--- src/mwrd_pkg.sv ---
// Shared types and constants of the multi-window request dropper.
`timescale 1ns / 1ps

package mwrd_pkg;

  localparam int unsigned TimeW     = 30;
  localparam int unsigned LimitW    = 16;
  localparam int unsigned TotalW    = 24;
  localparam int unsigned RingAw    = 6;
  localparam int unsigned RingDepth = 64;
  localparam int unsigned FifoDepth = 2;
  localparam int unsigned CfgAw     = 2;

  localparam logic [LimitW-1:0] LimitOneRst   = 16'd3;
  localparam logic [LimitW-1:0] LimitShortRst = 16'd20;
  localparam logic [LimitW-1:0] LimitLongRst  = 16'd60;
  localparam logic [TotalW-1:0] TotalMax      = {TotalW{1'b1}};

  typedef enum logic [CfgAw-1:0] {
    CfgLimitOne   = 2'd0,
    CfgLimitShort = 2'd1,
    CfgLimitLong  = 2'd2
  } cfg_reg_e;

  typedef struct packed {
    logic [LimitW-1:0] one_sec;
    logic [LimitW-1:0] short_win;
    logic [LimitW-1:0] long_win;
  } limits_t;

  typedef struct packed {
    logic              jump;
    logic [RingAw-1:0] gap;
    logic [RingAw-1:0] slot;
  } req_entry_t;

  typedef enum logic [4:0] {
    StIdle   = 5'b00001,
    StRetire = 5'b00010,
    StClear  = 5'b00100,
    StRead   = 5'b01000,
    StExec   = 5'b10000
  } back_state_e;

endpackage

--- src/mwrd_front.sv ---
// Front end: accepts request beats and classifies the time step.
`timescale 1ns / 1ps

module mwrd_front #(
  parameter int unsigned LONG_WINDOW = 60
) (
  input  logic                             clk_i,
  input  logic                             rst_ni,
  input  logic                             in_valid_i,
  output logic                             in_ready_o,
  input  logic [mwrd_pkg::TimeW-1:0]       in_time_i,
  input  logic                             full_i,
  output logic                             push_o,
  output mwrd_pkg::req_entry_t             entry_o
);

  localparam logic [mwrd_pkg::TimeW-1:0] LongSpan = mwrd_pkg::TimeW'(LONG_WINDOW);

  logic [mwrd_pkg::TimeW-1:0] last_q, last_d;
  logic [mwrd_pkg::TimeW-1:0] t_eff;
  logic [mwrd_pkg::TimeW-1:0] gap;

  assign in_ready_o = !full_i;
  assign push_o     = in_valid_i && !full_i;

  // Clamp a time that goes backwards to the last second.
  assign t_eff = (in_time_i > last_q) ? in_time_i : last_q;
  assign gap   = t_eff - last_q;

  assign entry_o.jump = (gap >= LongSpan);
  assign entry_o.gap  = gap[mwrd_pkg::RingAw-1:0];
  assign entry_o.slot = t_eff[mwrd_pkg::RingAw-1:0];

  assign last_d = push_o ? t_eff : last_q;

  always_ff @(posedge clk_i or negedge rst_ni) begin
    if (!rst_ni) begin
      last_q <= '0;
    end else begin
      last_q <= last_d;
    end
  end

endmodule

--- src/mwrd_fifo.sv ---
// Short queue of classified requests between front and back.
`timescale 1ns / 1ps

module mwrd_fifo (
  input  logic                 clk_i,
  input  logic                 rst_ni,
  input  logic                 push_i,
  input  mwrd_pkg::req_entry_t entry_i,
  output logic                 full_o,
  input  logic                 pop_i,
  output logic                 valid_o,
  output mwrd_pkg::req_entry_t head_o
);

  localparam int unsigned PtrW = $clog2(mwrd_pkg::FifoDepth);
  localparam int unsigned CntW = $clog2(mwrd_pkg::FifoDepth + 1);
  localparam logic [CntW-1:0] CntFull = CntW'(mwrd_pkg::FifoDepth);
  localparam logic [PtrW-1:0] PtrLast = PtrW'(mwrd_pkg::FifoDepth - 1);

  mwrd_pkg::req_entry_t store_q [mwrd_pkg::FifoDepth];
  logic [PtrW-1:0] wr_q, wr_d, rd_q, rd_d;
  logic [CntW-1:0] cnt_q, cnt_d;
  logic            do_push, do_pop;

  assign full_o  = (cnt_q == CntFull);
  assign valid_o = (cnt_q != '0);
  assign head_o  = store_q[rd_q];
  assign do_push = push_i && !full_o;
  assign do_pop  = pop_i && valid_o;

  always_comb begin
    wr_d  = wr_q;
    rd_d  = rd_q;
    cnt_d = cnt_q;
    if (do_push) begin
      wr_d = (wr_q == PtrLast) ? '0 : wr_q + 1'b1;
    end
    if (do_pop) begin
      rd_d = (rd_q == PtrLast) ? '0 : rd_q + 1'b1;
    end
    if (do_push && !do_pop) begin
      cnt_d = cnt_q + 1'b1;
    end else if (do_pop && !do_push) begin
      cnt_d = cnt_q - 1'b1;
    end
  end

  always_ff @(posedge clk_i) begin
    if (do_push) begin
      store_q[wr_q] <= entry_i;
    end
  end

  always_ff @(posedge clk_i or negedge rst_ni) begin
    if (!rst_ni) begin
      wr_q  <= '0;
      rd_q  <= '0;
      cnt_q <= '0;
    end else begin
      wr_q  <= wr_d;
      rd_q  <= rd_d;
      cnt_q <= cnt_d;
    end
  end

endmodule

--- src/mwrd_back.sv ---
// Back end: retires elapsed seconds, counts requests and decides drops.
`timescale 1ns / 1ps

module mwrd_back #(
  parameter int unsigned SHORT_WINDOW = 10,
  parameter int unsigned LONG_WINDOW  = 60,
  parameter int unsigned COUNT_WIDTH  = 16
) (
  input  logic                         clk_i,
  input  logic                         rst_ni,
  input  mwrd_pkg::limits_t            limits_i,
  input  logic                         head_valid_i,
  input  mwrd_pkg::req_entry_t         head_i,
  output logic                         pop_o,
  output logic                         res_valid_o,
  input  logic                         res_ready_i,
  output logic                         res_dropped_o,
  output logic [mwrd_pkg::TotalW-1:0]  res_total_o
);

  localparam int unsigned RingAw    = mwrd_pkg::RingAw;
  localparam int unsigned ShortSumW = COUNT_WIDTH + $clog2(SHORT_WINDOW);
  localparam int unsigned LongSumW  = COUNT_WIDTH + $clog2(LONG_WINDOW);
  localparam int unsigned CmpW      =
    ((LongSumW > mwrd_pkg::LimitW) ? LongSumW : mwrd_pkg::LimitW) + 1;
  localparam logic [RingAw-1:0]      ShortOff = RingAw'(SHORT_WINDOW);
  localparam logic [RingAw-1:0]      LongOff  = RingAw'(LONG_WINDOW);
  localparam logic [COUNT_WIDTH-1:0] CountMax = {COUNT_WIDTH{1'b1}};

  mwrd_pkg::back_state_e state_q, state_d;

  logic [COUNT_WIDTH-1:0] ring_q [mwrd_pkg::RingDepth];
  logic [mwrd_pkg::RingDepth-1:0] valid_q, valid_d;

  logic [RingAw-1:0] slot_q, slot_d, step_q, step_d, cnt_q, cnt_d;
  logic [RingAw-1:0] rd_addr_a, rd_addr_b;
  logic              rd_en_a, rd_en_b;
  logic [COUNT_WIDTH-1:0] rd_a_q, rd_b_q;
  logic              va_q, vb_q;
  logic              ret_pend_q, ret_pend_d;
  logic              clr_one, clr_all, fire;

  logic [ShortSumW-1:0] short_q, short_d;
  logic [LongSumW-1:0]  long_q, long_d;
  logic [mwrd_pkg::TotalW-1:0] total_q, total_d;

  logic                        out_valid_q, out_valid_d, out_drop_q;
  logic [mwrd_pkg::TotalW-1:0] out_total_q;
  logic                        out_free;

  logic [COUNT_WIDTH-1:0] here;
  logic                   here_sat, drop;

  assign out_free = !out_valid_q || res_ready_i;
  assign here     = va_q ? rd_a_q : '0;
  assign here_sat = (here == CountMax);

  assign drop = ((CmpW'(here) + 1'b1) > CmpW'(limits_i.one_sec)) ||
                ((CmpW'(short_q) + 1'b1) > CmpW'(limits_i.short_win)) ||
                ((CmpW'(long_q) + 1'b1) > CmpW'(limits_i.long_win));

  always_comb begin
    state_d   = state_q;
    pop_o     = 1'b0;
    rd_en_a   = 1'b0;
    rd_en_b   = 1'b0;
    rd_addr_a = slot_q;
    rd_addr_b = step_q - LongOff;
    clr_one   = 1'b0;
    clr_all   = 1'b0;
    fire      = 1'b0;
    slot_d    = slot_q;
    step_d    = step_q;
    cnt_d     = cnt_q;
    unique case (state_q)
      mwrd_pkg::StIdle: begin
        if (head_valid_i) begin
          pop_o  = 1'b1;
          slot_d = head_i.slot;
          step_d = head_i.slot - head_i.gap + 1'b1;
          cnt_d  = head_i.gap;
          if (head_i.jump) begin
            state_d = mwrd_pkg::StClear;
          end else if (head_i.gap == '0) begin
            rd_en_a   = 1'b1;
            rd_addr_a = head_i.slot;
            state_d   = mwrd_pkg::StExec;
          end else begin
            state_d = mwrd_pkg::StRetire;
          end
        end
      end
      mwrd_pkg::StRetire: begin
        rd_en_a   = 1'b1;
        rd_en_b   = 1'b1;
        rd_addr_a = step_q - ShortOff;
        clr_one   = 1'b1;
        step_d    = step_q + 1'b1;
        cnt_d     = cnt_q - 1'b1;
        if (cnt_q == RingAw'(1)) begin
          state_d = mwrd_pkg::StRead;
        end
      end
      mwrd_pkg::StClear: begin
        clr_all = 1'b1;
        state_d = mwrd_pkg::StRead;
      end
      mwrd_pkg::StRead: begin
        rd_en_a = 1'b1;
        state_d = mwrd_pkg::StExec;
      end
      mwrd_pkg::StExec: begin
        if (out_free) begin
          fire    = 1'b1;
          state_d = mwrd_pkg::StIdle;
        end
      end
      default: begin
        state_d = mwrd_pkg::StIdle;
      end
    endcase
  end

  // Take retired seconds out of the window sums from the registered read data, flagged by ret_pend_q.
  always_comb begin
    short_d    = short_q;
    long_d     = long_q;
    total_d    = total_q;
    valid_d    = valid_q;
    ret_pend_d = rd_en_b;
    if (ret_pend_q) begin
      short_d = short_q - (va_q ? ShortSumW'(rd_a_q) : '0);
      long_d  = long_q - (vb_q ? LongSumW'(rd_b_q) : '0);
    end
    if (clr_one) begin
      valid_d[step_q] = 1'b0;
    end
    if (clr_all) begin
      valid_d = '0;
      short_d = '0;
      long_d  = '0;
    end
    if (fire) begin
      if (!here_sat) begin
        valid_d[slot_q] = 1'b1;
        short_d         = short_q + 1'b1;
        long_d          = long_q + 1'b1;
      end
      if (drop && (total_q != mwrd_pkg::TotalMax)) begin
        total_d = total_q + 1'b1;
      end
    end
  end

  always_comb begin
    out_valid_d = out_valid_q;
    if (fire) begin
      out_valid_d = 1'b1;
    end else if (res_ready_i) begin
      out_valid_d = 1'b0;
    end
  end

  always_ff @(posedge clk_i) begin
    if (rd_en_a) begin
      rd_a_q <= ring_q[rd_addr_a];
      va_q   <= valid_q[rd_addr_a];
    end
    if (rd_en_b) begin
      rd_b_q <= ring_q[rd_addr_b];
      vb_q   <= valid_q[rd_addr_b];
    end
    if (fire && !here_sat) begin
      ring_q[slot_q] <= here + 1'b1;
    end
  end

  always_ff @(posedge clk_i) begin
    slot_q <= slot_d;
    step_q <= step_d;
    cnt_q  <= cnt_d;
    if (fire) begin
      out_drop_q  <= drop;
      out_total_q <= total_d;
    end
  end

  always_ff @(posedge clk_i or negedge rst_ni) begin
    if (!rst_ni) begin
      state_q     <= mwrd_pkg::StIdle;
      valid_q     <= '0;
      ret_pend_q  <= 1'b0;
      short_q     <= '0;
      long_q      <= '0;
      total_q     <= '0;
      out_valid_q <= 1'b0;
    end else begin
      state_q     <= state_d;
      valid_q     <= valid_d;
      ret_pend_q  <= ret_pend_d;
      short_q     <= short_d;
      long_q      <= long_d;
      total_q     <= total_d;
      out_valid_q <= out_valid_d;
    end
  end

  assign res_valid_o   = out_valid_q;
  assign res_dropped_o = out_drop_q;
  assign res_total_o   = out_total_q;

endmodule

--- src/multi_window_request_dropper.sv ---
// Top level of the multi-window request dropper.
//
//  channel   | dir | handshake                 | payload
//  ----------+-----+---------------------------+-------------------------------------
//  s_axis    | in  | s_axis_tvalid/tready      | tdata[29:0] request_time
//  m_axis    | out | m_axis_tvalid/tready      | tdata[0] dropped, [24:1] dropped_total
//  cfg       | in  | cfg_valid/cfg_ready       | cfg_addr register index, cfg_data
//
// A request in the same second as the one before goes from the idle state straight to exec.
// A step forward of g seconds (g below LONG_WINDOW) passes through the retire and read states,
// one ring entry retired per cycle over a dual read port; a jump of LONG_WINDOW or more passes through clear and read.
// Ring entries carry valid bits, so reset needs no clearing pass.
// A two-beat queue lets the front accept while the back retires or the output stalls.
`timescale 1ns / 1ps

module multi_window_request_dropper #(
  parameter int unsigned SHORT_WINDOW = 10,
  parameter int unsigned LONG_WINDOW  = 60,
  parameter int unsigned COUNT_WIDTH  = 16
) (
  input  logic                          clk_i,
  input  logic                          rst_ni,
  input  logic                          s_axis_tvalid,
  output logic                          s_axis_tready,
  input  logic [31:0]                   s_axis_tdata,   // [29:0] request_time
  output logic                          m_axis_tvalid,
  input  logic                          m_axis_tready,
  output logic [31:0]                   m_axis_tdata,   // [0] dropped, [24:1] dropped_total
  input  logic                          cfg_valid,
  output logic                          cfg_ready,
  input  logic [mwrd_pkg::CfgAw-1:0]    cfg_addr,
  input  logic [mwrd_pkg::LimitW-1:0]   cfg_data
);

  localparam int unsigned OutPadW = 32 - 1 - mwrd_pkg::TotalW;

  mwrd_pkg::limits_t    limits_q, limits_d;
  mwrd_pkg::req_entry_t push_entry, head_entry;
  logic                 push, full, head_valid, pop;
  logic                 res_dropped;
  logic [mwrd_pkg::TotalW-1:0] res_total;

  assign cfg_ready = 1'b1;

  always_comb begin
    limits_d = limits_q;
    if (cfg_valid) begin
      unique case (mwrd_pkg::cfg_reg_e'(cfg_addr))
        mwrd_pkg::CfgLimitOne:   limits_d.one_sec   = cfg_data;
        mwrd_pkg::CfgLimitShort: limits_d.short_win = cfg_data;
        mwrd_pkg::CfgLimitLong:  limits_d.long_win  = cfg_data;
        default: begin
          limits_d = limits_q;
        end
      endcase
    end
  end

  always_ff @(posedge clk_i or negedge rst_ni) begin
    if (!rst_ni) begin
      limits_q.one_sec   <= mwrd_pkg::LimitOneRst;
      limits_q.short_win <= mwrd_pkg::LimitShortRst;
      limits_q.long_win  <= mwrd_pkg::LimitLongRst;
    end else begin
      limits_q <= limits_d;
    end
  end

  mwrd_front #(
    .LONG_WINDOW(LONG_WINDOW)
  ) u_front (
    .clk_i     (clk_i),
    .rst_ni    (rst_ni),
    .in_valid_i(s_axis_tvalid),
    .in_ready_o(s_axis_tready),
    .in_time_i (s_axis_tdata[mwrd_pkg::TimeW-1:0]),
    .full_i    (full),
    .push_o    (push),
    .entry_o   (push_entry)
  );

  mwrd_fifo u_fifo (
    .clk_i  (clk_i),
    .rst_ni (rst_ni),
    .push_i (push),
    .entry_i(push_entry),
    .full_o (full),
    .pop_i  (pop),
    .valid_o(head_valid),
    .head_o (head_entry)
  );

  mwrd_back #(
    .SHORT_WINDOW(SHORT_WINDOW),
    .LONG_WINDOW (LONG_WINDOW),
    .COUNT_WIDTH (COUNT_WIDTH)
  ) u_back (
    .clk_i        (clk_i),
    .rst_ni       (rst_ni),
    .limits_i     (limits_q),
    .head_valid_i (head_valid),
    .head_i       (head_entry),
    .pop_o        (pop),
    .res_valid_o  (m_axis_tvalid),
    .res_ready_i  (m_axis_tready),
    .res_dropped_o(res_dropped),
    .res_total_o  (res_total)
  );

  assign m_axis_tdata = {{OutPadW{1'b0}}, res_total, res_dropped};

  a_drop_counted: assert property (@(posedge clk_i) disable iff (!rst_ni)
    m_axis_tvalid && res_dropped |-> res_total != '0)
    else $error("dropped result carries a zero drop total");

  a_push_lands: assert property (@(posedge clk_i) disable iff (!rst_ni)
    s_axis_tvalid && s_axis_tready |=> head_valid)
    else $error("accepted request missing from queue");

  a_pop_has_head: assert property (@(posedge clk_i) disable iff (!rst_ni)
    pop |-> head_valid)
    else $error("back end popped an empty queue");

endmodule

--- config.mk ---
export PLATFORM = sky130hd
export DESIGN_NAME = multi_window_request_dropper
export DESIGN_NICKNAME = d
export VERILOG_FILES = /design/src/mwrd_pkg.sv /design/src/mwrd_front.sv /design/src/mwrd_fifo.sv /design/src/mwrd_back.sv /design/src/multi_window_request_dropper.sv
export SDC_FILE = /design/constraint.sdc
export NUM_CORES = 2
export LEC_CHECK = 0
export ABC_CLOCK_PERIOD_IN_PS = 9350
export BUFFER_PORTS_ARGS = -buffer_cell sky130_fd_sc_hd__buf_2
export CORE_ASPECT_RATIO = 1.1
export CORE_MARGIN = 5
export CORE_UTILIZATION = 30
export DETAILED_ROUTE_END_ITERATION = 10
export PLACE_DENSITY = 0.52
export SYNTH_ARGS = -nofsm -noshare
export SYNTH_HDL_FRONTEND = slang
export SYNTH_SLANG_ARGS = --single-unit
--- constraint.sdc ---
create_clock -name clk_i -period 9.35 [get_ports clk_i]
set_input_delay 1.4025 -clock clk_i [delete_from_list [all_inputs] [get_ports clk_i]]
set_output_delay 1.4025 -clock clk_i [all_outputs]
set_load 0.02 [all_outputs]
==> Word-level counts from Yosys, hierarchy flattened <==
Memories as Yosys holds them, arrays and structs flattened. A register that Yosys moved wholly into a read port is not among the register bits.
Index checks and enable logic that the tools add are counted.
{ "op_classes": {"n_mux": 60, "order_cmp": 11, "n_addsub": 20, "n_reduce_logical": 30, "eq_ne": 14, "bitwise_logic": 3} }
{ "op_table": {"columns": ["operator", "count"], "rows": [
  ["2-to-1 mux 64 bit", 4],
  ["2-to-1 mux 22 bit", 4],
  ["2-to-1 mux 20 bit", 4],
  ["greater-than comparator 23 x 16 -> 1 bit", 3],
  ["AND 64 bit", 1],
  ["NOT 64 bit", 1],
  ["OR 64 bit", 1],
  ["2-to-1 mux 16 bit", 3],
  ["2-to-1 mux 24 bit", 2],
  ["case mux 6 bit (2 select lines)", 3],
  ["greater-or-equal comparator 30 x 6 -> 1 bit (second input constant)", 1],
  ["greater-than comparator 30 bit", 1],
  ["2-to-1 mux 30 bit", 1],
  ["2-to-1 mux 6 bit", 5],
  ["subtractor 30 bit", 1],
  ["less-than comparator 6 x 7 -> 1 bit (second input constant)", 4],
  ["2-to-1 mux 5 bit", 5],
  ["case mux 5 bit (5 select lines)", 1],
  ["adder 24 x 1 -> 24 bit (second input constant)", 1],
  ["!= test 24 bit (second input constant)", 1],
  ["adder 22 x 1 -> 23 bit (second input constant)", 1],
  ["adder 22 x 1 -> 22 bit (second input constant)", 1],
  ["subtractor 22 bit", 1],
  ["adder 20 x 1 -> 21 bit (second input constant)", 1],
  ["38 further kinds", 87]
]} }
{ "word_totals": {"n_memories": 2, "output_inout_bits": 35, "reg_bits": 264, "ram_bits": 1050, "wordCells": 161} }
{ "memory_table": {"columns": ["name", "depth", "width", "rd", "rd_ports_with_merged_regs", "write_ports", "line", "text"], "rows": [
  ["u_back.ring_q", 64, 16, 2, 2, 1, "mwrd_back.sv:32", "logic [COUNT_WIDTH-1:0] ring_q [mwrd_pkg::RingDepth];"],
  ["u_fifo.store_q", 2, 13, 1, 0, 1, "mwrd_fifo.sv:20", "mwrd_pkg::req_entry_t store_q [mwrd_pkg::FifoDepth];"]
]} }

==> Longest topological paths before layout <==
{ "depth": {"depth_word": 11, "mapped_depth": 23, "ltp_nobuf": 22} }

==> Hierarchy <==
From an unflattened synthesis, not the netlist that was laid out.
{ "unflattened": {"hier_cells": 4628, "area_unflattened_um2": 68618.3} }
{ "modules_own_cells": {"columns": ["module", "cells_per_inst", "area_per_inst_um2", "instances"], "rows": [
  ["mwrd_back", 3985, 61547.8, 1],
  ["mwrd_front", 471, 4028.9, 1],
  ["multi_window_request_dropper", 113, 1900.6, 1],
  ["mwrd_fifo", 59, 1141.1, 1]
]} }

==> Worst setup path after synthesis <==
OpenSTA, ideal clock, no wires.
{ "synth_path": {"path_type": "register -> register", "from": "reg u_back.va_q", "to": "reg u_back.out_total_q, in the netlist u_back.res_total_o[21], data pin", "path_slack_ns": 1.663, "period_less_slack_ns": 7.687, "path_buffers": 3, "setup_ns": 0.277, "arrival_time_ns": 7.410, "stages_incl_launch_ff": 19, "required_ns": 9.073, "path_cell_list": "edfxtp_1 clkbuf_1 clkbuf_1 nand2_1 inv_1 ha_1 nand3_1 or3_1 a21boi_0 ha_1 o21ai_0 a221o_1 o211ai_1 a2111oi_0 o2111ai_1 nor2_1 clkbuf_1 nor4_1 xor2_1"} }
{ "synth_via": {"elab_chain_cells": 8} }
{ "synth_lines": {"columns": ["item", "line", "text"], "rows": [
  ["start, declared", "mwrd_back.sv:39", "logic va_q, vb_q;"],
  ["start signal, assigned", "mwrd_back.sv:167", "va_q <= valid_q[rd_addr_a];"],
  ["2-to-1 mux 16 bit", "mwrd_back.sv:55", "assign here = va_q ? rd_a_q : '0;"],
  ["adder 16 x 1 -> 17 bit", "mwrd_back.sv:58", "assign drop = ((CmpW'(here) + 1'b1) > CmpW'(limits_i.one_sec)) ||"],
  ["greater-than comparator 23 x 16 -> 1 bit", "mwrd_back.sv:58", null],
  ["logical OR 1 bit", "mwrd_back.sv:58", null],
  ["logical OR 1 bit", "mwrd_back.sv:59", "((CmpW'(short_q) + 1'b1) > CmpW'(limits_i.short_win)) ||"],
  ["logical AND 1 bit", "mwrd_back.sv:149", "if (drop && (total_q != mwrd_pkg::TotalMax)) begin"],
  ["2-to-1 mux 24 bit", "mwrd_back.sv:149", null],
  ["2-to-1 mux 24 bit", "mwrd_back.sv:143", "if (fire) begin"],
  ["net u_back.total_d, one bit", "mwrd_back.sv:45", "logic [mwrd_pkg::TotalW-1:0] total_q, total_d;"],
  ["end signal, assigned", "mwrd_back.sv:184", "out_total_q <= total_d;"],
  ["end, declared", "mwrd_back.sv:48", "logic [mwrd_pkg::TotalW-1:0] out_total_q;"]
]} }
The timed path passes the listed nets, and every way through them passes these cells.
A chain may end at the register's enable or synchronous reset.

==> impl.org <==
** Die
- Rows :: 184
- In this run the standard cell core region covers 227900 um^2.
- Measured along the y axis, the die boundary spans 511.2 um.
- Area of the die :: 238000 um^2
- I/O pins :: 90
- Initial core utilization :: 30.05%
- Overall die width :: 465.6 um

** STA
- Final Worst Setup Slack :: 1953 ps
- Based on the critical path, the design can be clocked at up to 135.2 MHz.
- Pin slew with the least headroom to its limit :: 1365 ps
- Setup total negative slack on the finished layout was measured at 0 ps.
- For the finished layout, the period the worst path requires is 7397 ps.
- Setup repair after global routing left no endpoint under its margin.
- On the final layout, the worst clock skew is 24.70 ps.
- Worst max-slew margin expressed relative to the limit :: 8.800%
- Final Hold Violating Endpoints :: 0
- Final setup violation count :: 0
- Count of pins over their slew limit :: 0
- Share of the clock period used by the worst path after layout :: 79.12%

** Synthesis
- Most used DFF post-synth :: edfxtp_1
- Summed instance area of the synthesized netlist :: 68500 um^2
- Synth cell types :: 86
- Synthesis handed over a netlist of 5359 instances.
- Of the total synthesized cell area, the portion taken by full adders, half adders and majority gates is 3.094%.
- The synthesized design contains 1346 register bits.
- The share of the Yosys chip area taken by registers is 57.43%.
- Cell accounting for the most synthesized area :: edfxtp_1
- After synthesis, the largest family of logic cells by area is multiplexers.
- Post-synthesis share of cell area spent on xor and xnor gates :: 1.598%
- Mux contribution to synthesized area :: 14.49%
- Synth top area cells :: edfxtp_1 49%, mux4_2 12%, dfrtp_1 7.7%
- After synthesis, the share of flip-flops with an asynchronous set or reset is 16.27%.
- Post-synthesis share of cell area spent on and, or, nand and nor gates :: 11.74%
- In this run the biggest area consumer among cell types represents 49.41% of the synthesized area.
- In this run, synthesis inferred 1127 flip-flops with an integrated enable.
- The Yosys step of the flow raised 0 warnings.
- The synthesized netlist devotes 8.666% of its cell area to compound gates.
- Synth Area per Inst :: 12.78 um^2

** Setup path
- Maximum net fanout on the critical path :: 17
- The most critical setup path has its startpoint at s_axis_tdata[3].
- Cells along the critical path :: buf_2 -> ha_1 -> a21oi_1 -> nor2b_1 -> o21ai_0 -> o211ai_1 -> a2111oi_0 -> o21ai_0 -> a22o_1 -> buf_4 -> mux2_2 -> ha_1 -> and3b_1 -> a2111oi_0 -> o2111ai_1 -> nor4_1 -> o2111ai_1 -> or4_1 -> nor4_1 -> nand4_1 -> nor4_1 -> o2111ai_1
- Type of element launching the critical path :: input pin
- Number of cells on the worst reg-to-reg path :: 22
- In this run the critical register-to-register path is launched from u_front.last_q[3].
- Number of gates on the worst path with buffers counted :: 22
- The worst setup path is of the input pin to flop kind.
- End of the critical path :: u_fifo.store_q[0][12]
- Worst reg2reg endpoint :: u_fifo.store_q[0][12]
- Arrival time at the worst endpoint :: 7830 ps
- STA puts the critical path data required time at 9790 ps.
- Sort of element at the end of the critical path :: flop
- Together, buffers and inverters on the worst path number 2.
- CP delay by family, top :: compound AO/OA/AOI/OAI gates
- The largest individual stage delay along the critical path comes from the cell a2111oi_0.
- In this design, the stage delay of the slowest critical-path cell is 560 ps.
- Worst-case register-to-register setup slack :: 2260 ps

** CTS
- The clock net in this run drives a total of 1346 sinks.
- Buffers inserted to repair hold after CTS numbered 0.
- TritonCTS clock tree :: yes
- The tree is rooted in a clkbuf_16.
- PostCTS Resize Cnt :: 0
- Setup bufs post-CTS :: 0
- TritonCTS created 148 clock buffers.
- Clk Latency, worst-skew pair :: 790 ps
- In this run the number of H-tree levels came out at 4.
- Clock tree buffer depth :: 3
- After clock tree synthesis, the clock-pin slew on the worst setup and hold paths is 60 ps.

** Route
- Antenna violation net count after detailed routing :: 0
- Before antenna repair, the detailed router went through 8 iterations.
- Across all layers, the routed design uses 47590 vias.
- Post-route DRC violation count :: 0
- For this block, the routed nets add up to 230200 um of wire.
- Vias per std cell :: 5.610
- In the final routed layout, each cell accounts on average for 27.14 um.
- In this run, the number of DRC markers left after iteration 0 of detailed routing was 4778.

** Power and ir drop
- Total power divided by cell area :: 337.0 nW/um^2
- VDD sags by at most 244.1 uV.
- Leakage power :: 27.02 nW

** Place
- Once detailed placement completed, the half-perimeter wirelength came to 141800 um.
- Routability-driven placement finished with a final weighted congestion of 0.8575.
- Timing analysis after detailed placement gives a worst setup slack of 1422 ps.
- Quantity of I/O buffers inserted on ports :: 79

** Run status
- Status :: completed

** Global routing
- For this run, global-route usage on met3 was measured as 3.976%.
- Global routing consumed, on the met1 layer, 24.04% of the routing resources.
- Gr busiest metal :: met2
- The number of antenna violations at the first check in global routing came to 24.
- Global Route Usage Sum :: 18.68%
- The via count of the first global-routing pass was 46970.
- For this run the aggregate overflow at the end of global routing stands at 0.
- Global-route wire length before repair :: 329500 um
- Maximum number of pins on one net before global-route repair :: 146
- Global routing used 30.29% of the available met2 tracks.

** Min path
- Class of the tightest hold or removal check :: flop to flop

** Layout
- Most common cell after layout, fill and taps aside :: edfxtp_1
- Commonest cells after routing, fill and taps aside :: 1127 x edfxtp_1, 976 x nand2_1, 357 x mux4_2
- Synth-to-layout area growth :: 13.71%
- Number of nets in the finished design :: 5593
- Share of cells above drive strength 1 :: 18.28%

** Run
- Max cap viols :: 0
## power breakdown
group	switching, mW	internal, mW
combinational	8.09	4.47
sequential	0.363	7.24
clock	2.52	3.57
## cells by family after synthesis
logic type / after synthesis
other: 2
AOI/OAI and AO/OA: 892
adders and majority gates: 167
buffers and inverters: 496
xor gates and xnor gates: 125
and+or+nand+nor: 1794
DFF: 1346
muxes: 537
## synth_stat cells, types with 24 or more instances
| master | count |
|---|---|
| mux2i_1 | 113 |
| ha_1 | 163 |
| a31oi_1 | 136 |
| nand4_1 | 53 |
| o21ai_0 | 184 |
| mux2_2 | 67 |
| nor3_1 | 48 |
| dfrtp_1 | 210 |
| a211oi_1 | 47 |
| a32oi_1 | 85 |
| clkbuf_1 | 211 |
| o22ai_1 | 24 |
| nor2_1 | 171 |
| and3_1 | 27 |
| buf_2 | 78 |
| nand3_1 | 309 |
| o211ai_1 | 94 |
| inv_1 | 133 |
| a21oi_1 | 155 |
| a21o_1 | 33 |
| mux4_2 | 357 |
| and2_1 | 47 |
| xnor2_1 | 66 |
| buf_1 | 54 |
| xor2_1 | 59 |
| nand2_1 | 977 |
| edfxtp_1 | 1127 |
## registers in the layout, summed over array words and instances (netlist names), 22 cells and up
name	cells
u_back.ring_q	1024
u_back.valid_q	64
limits_q	48
u_front.last_q	30
u_fifo.store_q	26
u_back.res_total_o	24
u_back.total_q	24
u_back.long_q	22
## through the flow
stage	utilization (%)	power, mW	std cells	hold WS (ps)	instance area (um^2)
detailed placement	31.97	20.17	8197	471.7	72870
global route	34.16	27.31	8469	499.8	77860
floorplan	-	15.49	5365	446.4	68520
CTS	34.16	26.28	8468	481.1	77850
global placement	31.97	20.08	8197	465.0	72870
finish	34.17	26.25	8482	482.6	77890
## worst min-delay path by stage
stage,startpoint,end,slack [ps],cells after the start
after CTS,u_back.total_q[16],u_back.total_q[16],480,1
after global routing,u_back.total_q[7],u_back.total_q[7],500,1
after global placement,u_back.total_q[16],u_back.total_q[16],470,1
after floorplan,u_back.total_q[16],u_back.total_q[16],450,1
final,u_back.total_q[16],u_back.total_q[16],480,1
after detailed placement,u_fifo.wr_q,u_fifo.wr_q,470,1
## cell type report
class	instances	area (um^2)
antenna	14	35.03
clock buffer	189	4045
clock inverter	82	933.4
fill	22120	150000
inverter	134	503.0
multi-input combinational	3523	27750
sequential	1346	39330
tap	2976	3724
timing repair buffer	218	1562
## worst register-to-register path, cell delays in order (launching register included)
cell       delay, ps
dfrtp_1          380
inv_1            100
ha_1             250
a21oi_1          170
nor2b_1           70
o21ai_0          150
o211ai_1         150
a2111oi_0        560
o21ai_0          220
a22o_1           490
buf_4            340
mux2_2           320
ha_1             400
and3b_1          270
a2111oi_0        470
o2111ai_1        210
nor4_1           210
o2111ai_1        190
or4_1            550
nor4_1           450
nand4_1          150
nor4_1           330
o2111ai_1        310
## routing by layer
layer,part of all wire [%],wire (um),up-vias
li1,-,-,20640
met5,0.020,47,-
met2,47,108100,2258
met3,8.2,18940,498
met4,4.7,10800,6
met1,40,92260,24180
(Power assumes the default switching activity.)
